## config.mk

```make
export PLATFORM = sky130hd
export DESIGN_NAME = weighted_tardiness_swap_search
export DESIGN_NICKNAME = d
export VERILOG_FILES = /design/src/rtl/core/wtss_pkg.sv /design/src/rtl/core/weighted_tardiness_swap_search.sv
export SDC_FILE = /design/constraint.sdc
export NUM_CORES = 2
export LEC_CHECK = 0
export BUFFER_PORTS_ARGS = -buffer_cell sky130_fd_sc_hd__buf_2
export CORE_UTILIZATION = 55
export CTS_CLUSTER_SIZE = 20
export DETAILED_ROUTE_END_ITERATION = 8
export GPL_ROUTABILITY_DRIVEN = 0
export PLACE_DENSITY_LB_ADDON = 0.08
export SLEW_MARGIN = 15
export SYNTH_ARGS = -nofsm -noshare
export SYNTH_HDL_FRONTEND = slang
export SYNTH_SLANG_ARGS = --single-unit
export TNS_END_PERCENT = 10
```

## constraint.sdc

```tcl
create_clock -name i_clk -period 5.36 [get_ports i_clk]
set_clock_uncertainty 0.2 [all_clocks]
set_input_delay 0 -clock i_clk [delete_from_list [all_inputs] [get_ports i_clk]]
set_output_delay 0 -clock i_clk [all_outputs]
set_load 0.02 [all_outputs]
```

## src/rtl/core/wtss_pkg.sv

```systemverilog
// Package for the weighted tardiness swap search block.
// Holds the job record type and penalty constants; no dependencies.
`timescale 1ns / 1ps
package wtss_pkg;
    localparam int PEN_W = 26;
    localparam logic [PEN_W-1:0] PEN_MAX = {PEN_W{1'b1}};

    typedef struct packed {
        logic [7:0]  proc;
        logic [7:0]  weight;
        logic [15:0] due;
        logic [6:0]  number;
    } t_job;
endpackage

```

## src/rtl/core/weighted_tardiness_swap_search.sv

```systemverilog
// Weighted tardiness swap search: top level with job memory and sequencer.
// Depends on wtss_pkg for the job record and penalty constants.
`timescale 1ns / 1ps
// Usage:
// Jobs arrive on the input channel (i_proc_time, i_job_weight, i_due_date,
// i_last_job), one transaction per job, and are numbered from 1. Jobs beyond
// MAX_JOBS are dropped. A job with i_last_job set starts the search: the
// stored jobs are insertion sorted by due date (stable), then every swap
// trial (i, j, k) is evaluated and kept if the total weighted tardiness
// strictly drops. Afterwards one output transaction per job gives the
// arrival number in schedule order, the final penalty, and o_last_of_order
// on the final one. A penalty walk reads the job memory once. Each (i, j, k)
// step passes through the select state, a real trial adds a walk and a kept
// swap the swap states that read both jobs and write them back exchanged; the
// job memory has a single read port. Each result is read, latched and then
// held until the receiver takes it. Input is not accepted from the last job
// until the last result is taken. A stalled receiver holds the current result.
// Reset clears the job count, the penalty and max_swap_offset; the job memory
// is not cleared. The config channel writes max_swap_offset and is always
// ready; it is to be written only while idle, which the block itself does not
// enforce.
module weighted_tardiness_swap_search #(
    parameter int MAX_JOBS = 32
) (
    input  logic        i_clk,
    input  logic        i_rst_n,
    input  logic        i_valid,
    output logic        o_ready,
    input  logic [7:0]  i_proc_time,
    input  logic [7:0]  i_job_weight,
    input  logic [15:0] i_due_date,
    input  logic        i_last_job,
    output logic        o_valid,
    input  logic        i_ready,
    output logic [5:0]  o_job_number,
    output logic [25:0] o_total_penalty,
    output logic        o_last_of_order,
    input  logic        i_cfg_valid,
    output logic        o_cfg_ready,
    input  logic [4:0]  i_cfg_data
);
    localparam int AW = $clog2(MAX_JOBS);
    localparam int CW = $clog2(MAX_JOBS + 1);

    typedef enum logic [13:0] {
        S_LOAD = 14'b00000000000001,
        S_SRD  = 14'b00000000000010, // sort: read key at i
        S_SKEY = 14'b00000000000100, // sort: latch key, read j-1
        S_SCMP = 14'b00000000001000, // sort: compare, shift or place
        S_SPUT = 14'b00000000010000, // sort: place key at 0
        S_PEN  = 14'b00000000100000, // penalty walk
        S_TSEL = 14'b00000001000000, // pick next swap trial
        S_SWA  = 14'b00000010000000, // swap: read a
        S_SWB  = 14'b00000100000000, // swap: latch a, read b
        S_SWC  = 14'b00001000000000, // swap: write b at a
        S_SWD  = 14'b00010000000000, // swap: write a at b
        S_ORD  = 14'b00100000000000, // emit: read
        S_OLD  = 14'b01000000000000, // emit: latch result
        S_OUT  = 14'b10000000000000  // emit: wait for receiver
    } t_state;

    t_state r_state;
    wtss_pkg::t_job mem [MAX_JOBS];
    wtss_pkg::t_job r_rd;
    logic [AW-1:0] rd_addr;
    logic          we;
    logic [AW-1:0] wr_addr;
    wtss_pkg::t_job wr_data;

    logic [CW-1:0] r_cnt;
    logic [4:0]    r_kmax;
    logic [25:0]   r_pen, r_cur, r_best;
    logic [CW-1:0] r_i, r_j, r_p;
    logic [4:0]    r_k;
    logic [AW-1:0] r_other;
    wtss_pkg::t_job r_key;
    logic [16:0]   r_time;
    logic [16:0]   r_late;
    logic [7:0]    r_wt;
    logic          r_v1, r_v2;
    logic          r_phase;  // 0: walk of the sorted order, 1: trial walk
    logic          r_ovalid;
    logic          r_olast;
    logic [5:0]    r_onum;

    logic [16:0]   sum_time;
    logic [16:0]   late;
    logic [24:0]   term;
    logic [26:0]   psum;
    logic [25:0]   pen_sat;
    logic [AW-1:0] pa, walk_addr, trial_other;
    logic          trial_ok, shift_ok;
    logic [CW-1:0] step_i, step_j;
    logic [4:0]    step_k;
    logic          in_acc, out_acc, cfg_acc;

    // job memory with registered read
    always_ff @(posedge i_clk) begin
        if (we) mem[wr_addr] <= wr_data;
        r_rd <= mem[rd_addr];
    end

    // penalty pipeline: completion and lateness, then weighted sum
    assign sum_time = r_time + {9'd0, r_rd.proc};
    assign late     = (sum_time > {1'b0, r_rd.due}) ? sum_time - {1'b0, r_rd.due} : 17'd0;
    assign term     = {8'd0, r_late} * {17'd0, r_wt};
    assign psum     = {1'b0, r_pen} + {2'b0, term};
    assign pen_sat  = psum[26] ? wtss_pkg::PEN_MAX : psum[25:0];

    // walk order with positions i and other exchanged
    assign pa          = r_p[AW-1:0];
    assign walk_addr   = (pa == r_i[AW-1:0]) ? r_other :
                         (pa == r_other)     ? r_i[AW-1:0] : pa;
    assign trial_other = AW'(32'(r_j) - 32'(r_k));
    assign trial_ok    = (32'(r_j) >= 32'(r_k)) && (trial_other != r_i[AW-1:0]);
    assign shift_ok    = r_rd.due > r_key.due;

    assign o_ready         = (r_state == S_LOAD);
    assign o_cfg_ready     = 1'b1;
    assign o_valid         = r_ovalid;
    assign o_job_number    = r_onum;
    assign o_total_penalty = r_best;
    assign o_last_of_order = r_olast;

    assign in_acc  = i_valid && o_ready;
    assign out_acc = r_ovalid && i_ready;
    assign cfg_acc = i_cfg_valid && o_cfg_ready;

    // advance the (i, j, k) trial counters
    always_comb begin
        step_i = r_i;
        step_j = r_j;
        step_k = r_k + 5'd1;
        if (r_k == r_kmax) begin
            step_k = '0;
            if (r_j == r_cnt - 1'b1) begin
                step_j = CW'(1);
                step_i = r_i + 1'b1;
            end else begin
                step_j = r_j + 1'b1;
            end
        end
    end

    // memory addresses and write data per state
    always_comb begin
        we      = 1'b0;
        wr_addr = r_cnt[AW-1:0];
        wr_data = r_key;
        rd_addr = r_p[AW-1:0];
        unique case (r_state)
            S_LOAD: begin
                we      = in_acc && (r_cnt < CW'(MAX_JOBS));
                wr_data = '{proc: i_proc_time, weight: i_job_weight, due: i_due_date,
                            number: 7'(r_cnt + 1'b1)};
            end
            S_SRD:  rd_addr = r_i[AW-1:0];
            S_SKEY: rd_addr = AW'(r_j - 1'b1);
            S_SCMP: begin
                // shift the larger entry up or drop the key in place
                we      = 1'b1;
                wr_addr = r_j[AW-1:0];
                wr_data = shift_ok ? r_rd : r_key;
                rd_addr = AW'(r_j - 2'd2);
            end
            S_SPUT: begin
                we      = 1'b1;
                wr_addr = '0;
                wr_data = r_key;
            end
            S_PEN:  rd_addr = walk_addr;
            S_SWA:  rd_addr = r_i[AW-1:0];
            S_SWB:  rd_addr = r_other;
            S_SWC: begin
                we      = 1'b1;
                wr_addr = r_i[AW-1:0];
                wr_data = r_rd;
            end
            S_SWD: begin
                we      = 1'b1;
                wr_addr = r_other;
                wr_data = r_key;
            end
            S_TSEL, S_ORD, S_OLD, S_OUT: ;
            default: ;
        endcase
    end

    // sequencer
    always_ff @(posedge i_clk) begin
        if (!i_rst_n) begin
            r_state  <= S_LOAD;
            r_cnt    <= '0;
            r_kmax   <= '0;
            r_best   <= '0;
            r_ovalid <= 1'b0;
            r_olast  <= 1'b0;
            r_onum   <= '0;
        end else begin
            if (cfg_acc) r_kmax <= i_cfg_data;
            unique case (r_state)
                // store the job, drop it when full
                S_LOAD: if (in_acc) begin
                    if (r_cnt < CW'(MAX_JOBS)) r_cnt <= r_cnt + 1'b1;
                    if (i_last_job) begin
                        r_i     <= CW'(1);
                        r_state <= S_SRD;
                    end
                end
                // insertion sort, one shift per cycle
                S_SRD: begin
                    if (r_i >= r_cnt) begin
                        r_i     <= '0;
                        r_other <= '0;
                        r_phase <= 1'b0;
                        r_p     <= '0;
                        r_v1    <= 1'b0;
                        r_v2    <= 1'b0;
                        r_time  <= '0;
                        r_pen   <= '0;
                        r_state <= S_PEN;
                    end else begin
                        r_j     <= r_i;
                        r_state <= S_SKEY;
                    end
                end
                S_SKEY: begin
                    r_key   <= r_rd;
                    r_state <= S_SCMP;
                end
                S_SCMP: begin
                    if (shift_ok) begin
                        r_j <= r_j - 1'b1;
                        if (r_j == CW'(1)) r_state <= S_SPUT;
                    end else begin
                        r_i     <= r_i + 1'b1;
                        r_state <= S_SRD;
                    end
                end
                S_SPUT: begin
                    r_i     <= r_i + 1'b1;
                    r_state <= S_SRD;
                end
                // penalty walk over the schedule
                S_PEN: begin
                    r_v1 <= (r_p < r_cnt);
                    if (r_p < r_cnt) r_p <= r_p + 1'b1;
                    r_v2 <= r_v1;
                    if (r_v1) begin
                        r_time <= sum_time;
                        r_late <= late;
                        r_wt   <= r_rd.weight;
                    end
                    if (r_v2) r_pen <= pen_sat;
                    if (r_p == r_cnt && !r_v1 && !r_v2) begin
                        if (!r_phase) begin
                            r_cur <= r_pen;
                            if (r_cnt < CW'(2)) begin
                                r_best  <= r_pen;
                                r_p     <= '0;
                                r_state <= S_ORD;
                            end else begin
                                r_i     <= '0;
                                r_j     <= CW'(1);
                                r_k     <= '0;
                                r_state <= S_TSEL;
                            end
                        end else if (r_cur > r_pen) begin
                            // strict improvement: commit the swap
                            r_cur   <= r_pen;
                            r_state <= S_SWA;
                        end else begin
                            r_i     <= step_i;
                            r_j     <= step_j;
                            r_k     <= step_k;
                            r_state <= S_TSEL;
                        end
                    end
                end
                // start the next real trial or finish the search
                S_TSEL: begin
                    if (r_i >= r_cnt) begin
                        r_best  <= r_cur;
                        r_p     <= '0;
                        r_state <= S_ORD;
                    end else if (trial_ok) begin
                        r_other <= trial_other;
                        r_phase <= 1'b1;
                        r_p     <= '0;
                        r_v1    <= 1'b0;
                        r_v2    <= 1'b0;
                        r_time  <= '0;
                        r_pen   <= '0;
                        r_state <= S_PEN;
                    end else begin
                        r_i <= step_i;
                        r_j <= step_j;
                        r_k <= step_k;
                    end
                end
                S_SWA: r_state <= S_SWB;
                S_SWB: begin
                    r_key   <= r_rd;
                    r_state <= S_SWC;
                end
                S_SWC: r_state <= S_SWD;
                S_SWD: begin
                    r_i     <= step_i;
                    r_j     <= step_j;
                    r_k     <= step_k;
                    r_state <= S_TSEL;
                end
                // emit the order, one transaction per job
                S_ORD: r_state <= S_OLD;
                S_OLD: begin
                    r_onum   <= r_rd.number[5:0];
                    r_olast  <= (r_p == r_cnt - 1'b1);
                    r_ovalid <= 1'b1;
                    r_state  <= S_OUT;
                end
                S_OUT: if (out_acc) begin
                    r_ovalid <= 1'b0;
                    if (r_olast) begin
                        r_cnt   <= '0;
                        r_state <= S_LOAD;
                    end else begin
                        r_p     <= r_p + 1'b1;
                        r_state <= S_ORD;
                    end
                end
                default: r_state <= S_LOAD;
            endcase
        end
    end

    // hold the result while the receiver stalls
    a_out_hold: assert property (@(posedge i_clk) disable iff (!i_rst_n)
        o_valid && !i_ready |=> o_valid && $stable(o_job_number)
            && $stable(o_total_penalty) && $stable(o_last_of_order));

    // never take input while a result is pending
    a_no_overlap: assert property (@(posedge i_clk) disable iff (!i_rst_n)
        !(o_valid && o_ready));

    a_state_onehot: assert property (@(posedge i_clk) disable iff (!i_rst_n)
        $onehot(r_state));

    a_cnt_range: assert property (@(posedge i_clk) disable iff (!i_rst_n)
        r_cnt <= CW'(MAX_JOBS));
endmodule

```

Word level (Yosys, flattened, before mapping)
Memories as Yosys holds them, arrays and structs flattened. A register that Yosys moved wholly into a read port is not among the register bits.
Index checks and enable logic that the tools add are counted.
- reduce and logical (&&, ||, !) cells: 35
- multiplexer cells: 101
- $lt $le $gt $ge: 8
- add/sub/neg operators: 13
- $mul: 1
- eq/ne operators: 46
- operators with widths (cell ; count):
    $mux W26 ; 11
    $mux W6 ; 35
    $pmux W14 S14 ; 1
    $mux W14 ; 9
    $pmux W39 S3 ; 1
    $pmux W26 S3 ; 1
    $mux W17 ; 4
    $mux W5 ; 12
    $pmux W26 S2 ; 1
    $pmux W17 S3 ; 1
    $pmux W6 S7 ; 1
    $mux W39 ; 1
    $ne A2 B2 Y1 const B ; 16
    $pmux W6 S5 ; 1
    $add A26 B25 Y27 ; 1
    $gt A26 B26 Y1 ; 1
    $mul A17 B8 Y25 ; 1
    $pmux W5 S5 ; 1
    $add A6 B1 Y6 const B ; 4
    $mux W12 ; 2
    $pmux W6 S4 ; 1
    $reduce_and A6 Y1 ; 4
    $pmux W5 S4 ; 1
    $reduce_and A5 Y1 ; 4
    56 further kinds ; 89
- logic and storage cells: 229
- output and inout bits: 36
- register bits: 223
- bits in writable memories: 1248
- memories: 1
- memory list (name ; words ; width ; read ports ; clocked after Yosys merged registers in ; wr ports ; line ; text):
    mem ; 32 ; 39 ; 1 ; 1 ; 1 ; weighted_tardiness_swap_search.sv:63 ; wtss_pkg::t_job mem [MAX_JOBS];

Longest topological paths before layout
- word-level depth: 8
- mapped depth: 23

Least setup slack after synthesis
OpenSTA, ideal clock, no wires.
- kind: register to register
- from: register r_wt[0]
- to: register r_pen[4], data pin
- buffers on the path: 3
- cell stages (with the launch flop): 23
- clock period less this slack: 5.943 ns
- arrival: 5.472 ns
- path slack: -0.583 ns
- required time: 4.890 ns
- setup time: 0.270 ns
- path through: edfxtp_1 clkbuf_1 clkbuf_1 nand2_1 fa_1 inv_1 fa_1 fa_1 inv_1 fa_1 inv_1 ha_1 inv_1 o21ai_0 a2111oi_0 a211o_1 o31ai_1 a31oi_1 o211ai_1 a21oi_1 xor2_1 clkbuf_1 a21oi_1
- longest elaborated chain between the ends: 5
- ends and longest elaborated chain (item ; line ; text):
    start: declaration ; weighted_tardiness_swap_search.sv:79 ; logic [7:0] r_wt;
    start signal: assignment ; weighted_tardiness_swap_search.sv:252 ; r_wt <= r_rd.weight;
    $mul A17 B8 Y25 ; weighted_tardiness_swap_search.sv:106 ; assign term = {8'd0, r_late} * {17'd0, r_wt};
    $add A26 B25 Y27 ; weighted_tardiness_swap_search.sv:107 ; assign psum = {1'b0, r_pen} + {2'b0, term};
    $mux W26 ; weighted_tardiness_swap_search.sv:108 ; assign pen_sat = psum[26] ? wtss_pkg::PEN_MAX : psum[25:0];
    $mux W26 ; weighted_tardiness_swap_search.sv:254 ; if (r_v2) r_pen <= pen_sat;
    $pmux W26 S3 ; weighted_tardiness_swap_search.sv:201 ; unique case (r_state)
    end signal: assignment ; weighted_tardiness_swap_search.sv:254 ;
    end: declaration ; weighted_tardiness_swap_search.sv:72 ; logic [25:0] r_pen, r_cur, r_best;
No other way between the ends. The select of a mux whose other input is x is not followed.
A chain may end at the register's enable or synchronous reset.

Final worst setup path
Same ends and word-level chain as after synthesis.

==> flow_summary.toml <==
[final_layout]
drive_above_1_share_pct = 16.3
final_area_um2 = 77600
nNetsFinal = 5268
nFillCells = 8765
layoutNonFillerInstCount = 6709
syn2layout_area_growth_pct = 15.3

[min_path]
min_delay_path_depth = 5
hold_start = "i_job_weight[5]"
min_path_type = "in -> reg"

[global_routing]
grt_first_pass_wirelength_mm = 254
grt_start_max_net_pins = 85
grt_usage_pct = 28.3
grt_pass1_vias = 39100
antenna_found_initial = 7
grt-ovfl-total = 0

[yosys]
ys_warn_count = 0
synth_area_leaders = "edfxtp_1 62%, mux2i_1 6.9%, fa_1 3.5%"
synthSimpleGateAreaFrac_pct = 6.63
async_flop_share_pct = 0
synth_compound_area_share_pct = 8.65
synthFlopType = "edfxtp_1"
syn-num-nets = 4969
synth_top_area_share_pct = 61.5
synthTopCellsByCount = "1379 x edfxtp_1, 466 x mux2i_1, 295 x inv_1, 242 x a21oi_1, 172 x nor2b_1"
syn_area_um2 = 67300
synth_xor_area_share_pct = 1.39
synth-seq-cells = 1476
synth_mux_area_share_pct = 9.49
synth_cells = 4667
yosysUniqueCellTypes = 81
synth.most_common_cell = "edfxtp_1"
yosys.area.top_type = "edfxtp_1"
synth_fa_ha_area_share_pct = 6.11
synth_top_family_by_area = "multiplexers"
yosysSeqAreaShare_pct = 64.4
synth_area_per_cell_um2 = 14.4
synth_edf_count = 1379

[pwr]
power.total_mw = 39.1
leakage_nw = 28.4
p_per_area_nw_per_um2 = 504
ir_worst_vdd_v = 0.000384

[placed_design]
numPortBuffers = 77
placed_cells_incl_taps = 6359
hpwl_mm = 100
place_area_um2 = 71600

[worst_setup_path]
endpoint_kind = "flip-flop"
critPathMaxFanout = 12
critPathLaunchType = "flip-flop"
crit_start = "r_wt[0]$_DFFE_PP_"
reg2regPathDepth = 23
r2r-start = "r_wt[0]$_DFFE_PP_"
reg2reg_slack_ns = -0.40
worst_ep_required_time_ns = 5.67
crit_type = "reg -> reg"
arrival_ns = 6.07

[timing]
max-slew-margin-rel_pct = 26.2
layout_min_cycle_time_ns = 5.76
hold_violations = 0
setup_viol = 26
clock.fmax_ghz = 0.173
worst_slew_pin_slew_ns = 1.11
worst_slack_ns = -0.405
finalMaxSlewViolations = 0
fin_crit_sh_pct = 108
rsz0062_at_grt = "true"
tns_ns = -9.49

[drt]
first_iter_violations = 3867
routed_wl_mm = 174
vias = 40300
drc = 0
viasPerCell = 6.00
ant_nets = 0
drt-wirelength-per-cell_um = 26.0
first_pass_iters = 6

[floorplan]
ios = 79
core_um2 = 121000
rows = 127
die_w_um = 352
die-area_um2 = 124000
die_y_um = 352
initial_core_util_pct = 55.8

[status]
failed_checks = "negative setup slack"
status = "finished with violations"

[cts]
clk_pin_slew_ns = 0.06
root_buffer = "clkbuf_16"
clock_path_buffers = 3
clkSinkCount = 1476
clkLatencyLatePin_ns = 0.79
htreeDepth = 4
cts_buffers = 155
cts_tree = "done"

[run]
cap_violations = 0
## cells in the final DEF (no fill, tap or decap), drive strengths merged, types with 82 or more instances in the layout
| cell | n |
|---|---|
| edfxtp | 1379 |
| mux2i | 466 |
| and2 | 121 |
| clkbuf | 219 |
| o22ai | 82 |
| ha | 143 |
| inv | 306 |
| a211oi | 158 |
| nor2 | 140 |
| a21oi | 243 |
| mux2 | 153 |
| buf | 341 |
| nor2b | 172 |
| nand2 | 162 |
| dfxtp | 97 |
| fa | 116 |
## state kept, by name, summed over array words and instances (netlist names)
register	count
r_cur	26
mem	1216
r_late	17
o_last_of_order	1
r_other	5
r_k	5
r_p	6
r_cnt	6
r_pen	26
r_time	17
r_kmax	5
r_v1	1
r_phase	1
r_j	6
r_state	14
r_v2	1
r_rd	38
o_total_penalty	26
r_key	38
r_i	6
o_valid	1
o_job_number	6
r_wt	8
## area by class of cell
class	instances	area, um2	share of cell area [%]
inverters	296	1110	1.43
flip-flops and latches	1476	43400	55.9
well taps	1612	2020	2.60
clock buffers	219	4330	5.59
diodes	3	7.51	0.00968
clock inverters	66	743	0.958
multi-input cells	2650	22400	28.8
repair buffers	387	3630	4.69
## final timing paths
kind | endpoint
max reg2reg | r_pen[4]$_SDFFCE_PN0P_
max | r_pen[4]$_SDFFCE_PN0P_
min | mem[15][28]$_DFFE_PP_
min reg2reg | r_cur[18]$_DFFE_PP_
## power breakdown
group          switching [mW]  total, mW  internal (mW)
registers               0.466       16.2           15.7
logic                    7.89       12.3           4.37
clock network            4.46       10.7           6.24
total                    12.8       39.1           26.3
## through the flow
step / setup WS [ns] / hold WS [ns] / util, %
2_1_floorplan: -0.150 / -0.0304 / -
3_3_place_gp: -0.496 / 0.0629 / 59.4
3_5_place_dp: -0.617 / 0.0745 / 59.4
4_1_cts: -0.339 / 0.00415 / 64.2
5_1_grt: -0.675 / 0.0763 / 64.3
6_report: -0.405 / 0.0449 / 64.3
## critical path, stage by stage, from the launching register on
cell       delay (ns)
edfxtp_1         0.47
buf_6            0.14
buf_4            0.13
nand2_1          0.07
fa_1             0.51
inv_1            0.05
fa_1             0.48
fa_1             0.54
inv_1            0.05
fa_1             0.47
inv_1            0.04
ha_1             0.21
nor3_2           0.28
o21ai_4          0.12
a2111oi_4        0.31
a211o_1          0.27
o31ai_4          0.11
a31oi_4          0.23
o211ai_1         0.12
a21oi_2          0.18
xor2_2           0.17
buf_4            0.15
buf_12           0.12
a21oi_1          0.07
## layer usage
layer	GRT usage, %	share of wire (%)
met1	39.7	43
met2	45.5	47
met3	4.25	7.0
met4	9.47	3.1
met5	0	0.024
## cells by family after synthesis
group,Yosys count
other,1
multiplexers,619
flip-flops,1476
buffers and inverters,541
AO/OA/AOI/OAI,846
AND/OR/NAND/NOR,820
XOR/XNOR,105
adder cells (fa/ha/maj),259
## timing repair
item | CTS | global route
resized for setup | 23 | 22
hold buffers | 46 | 0
pin swaps | 16 | 27
hold endpoints to repair | 727 | 0
endpoints found under the setup margin | 26 | 26
buffers inserted | 11 | 5
cloned | 1 | 0
Note: power is estimated with default switching activity, not from simulation.
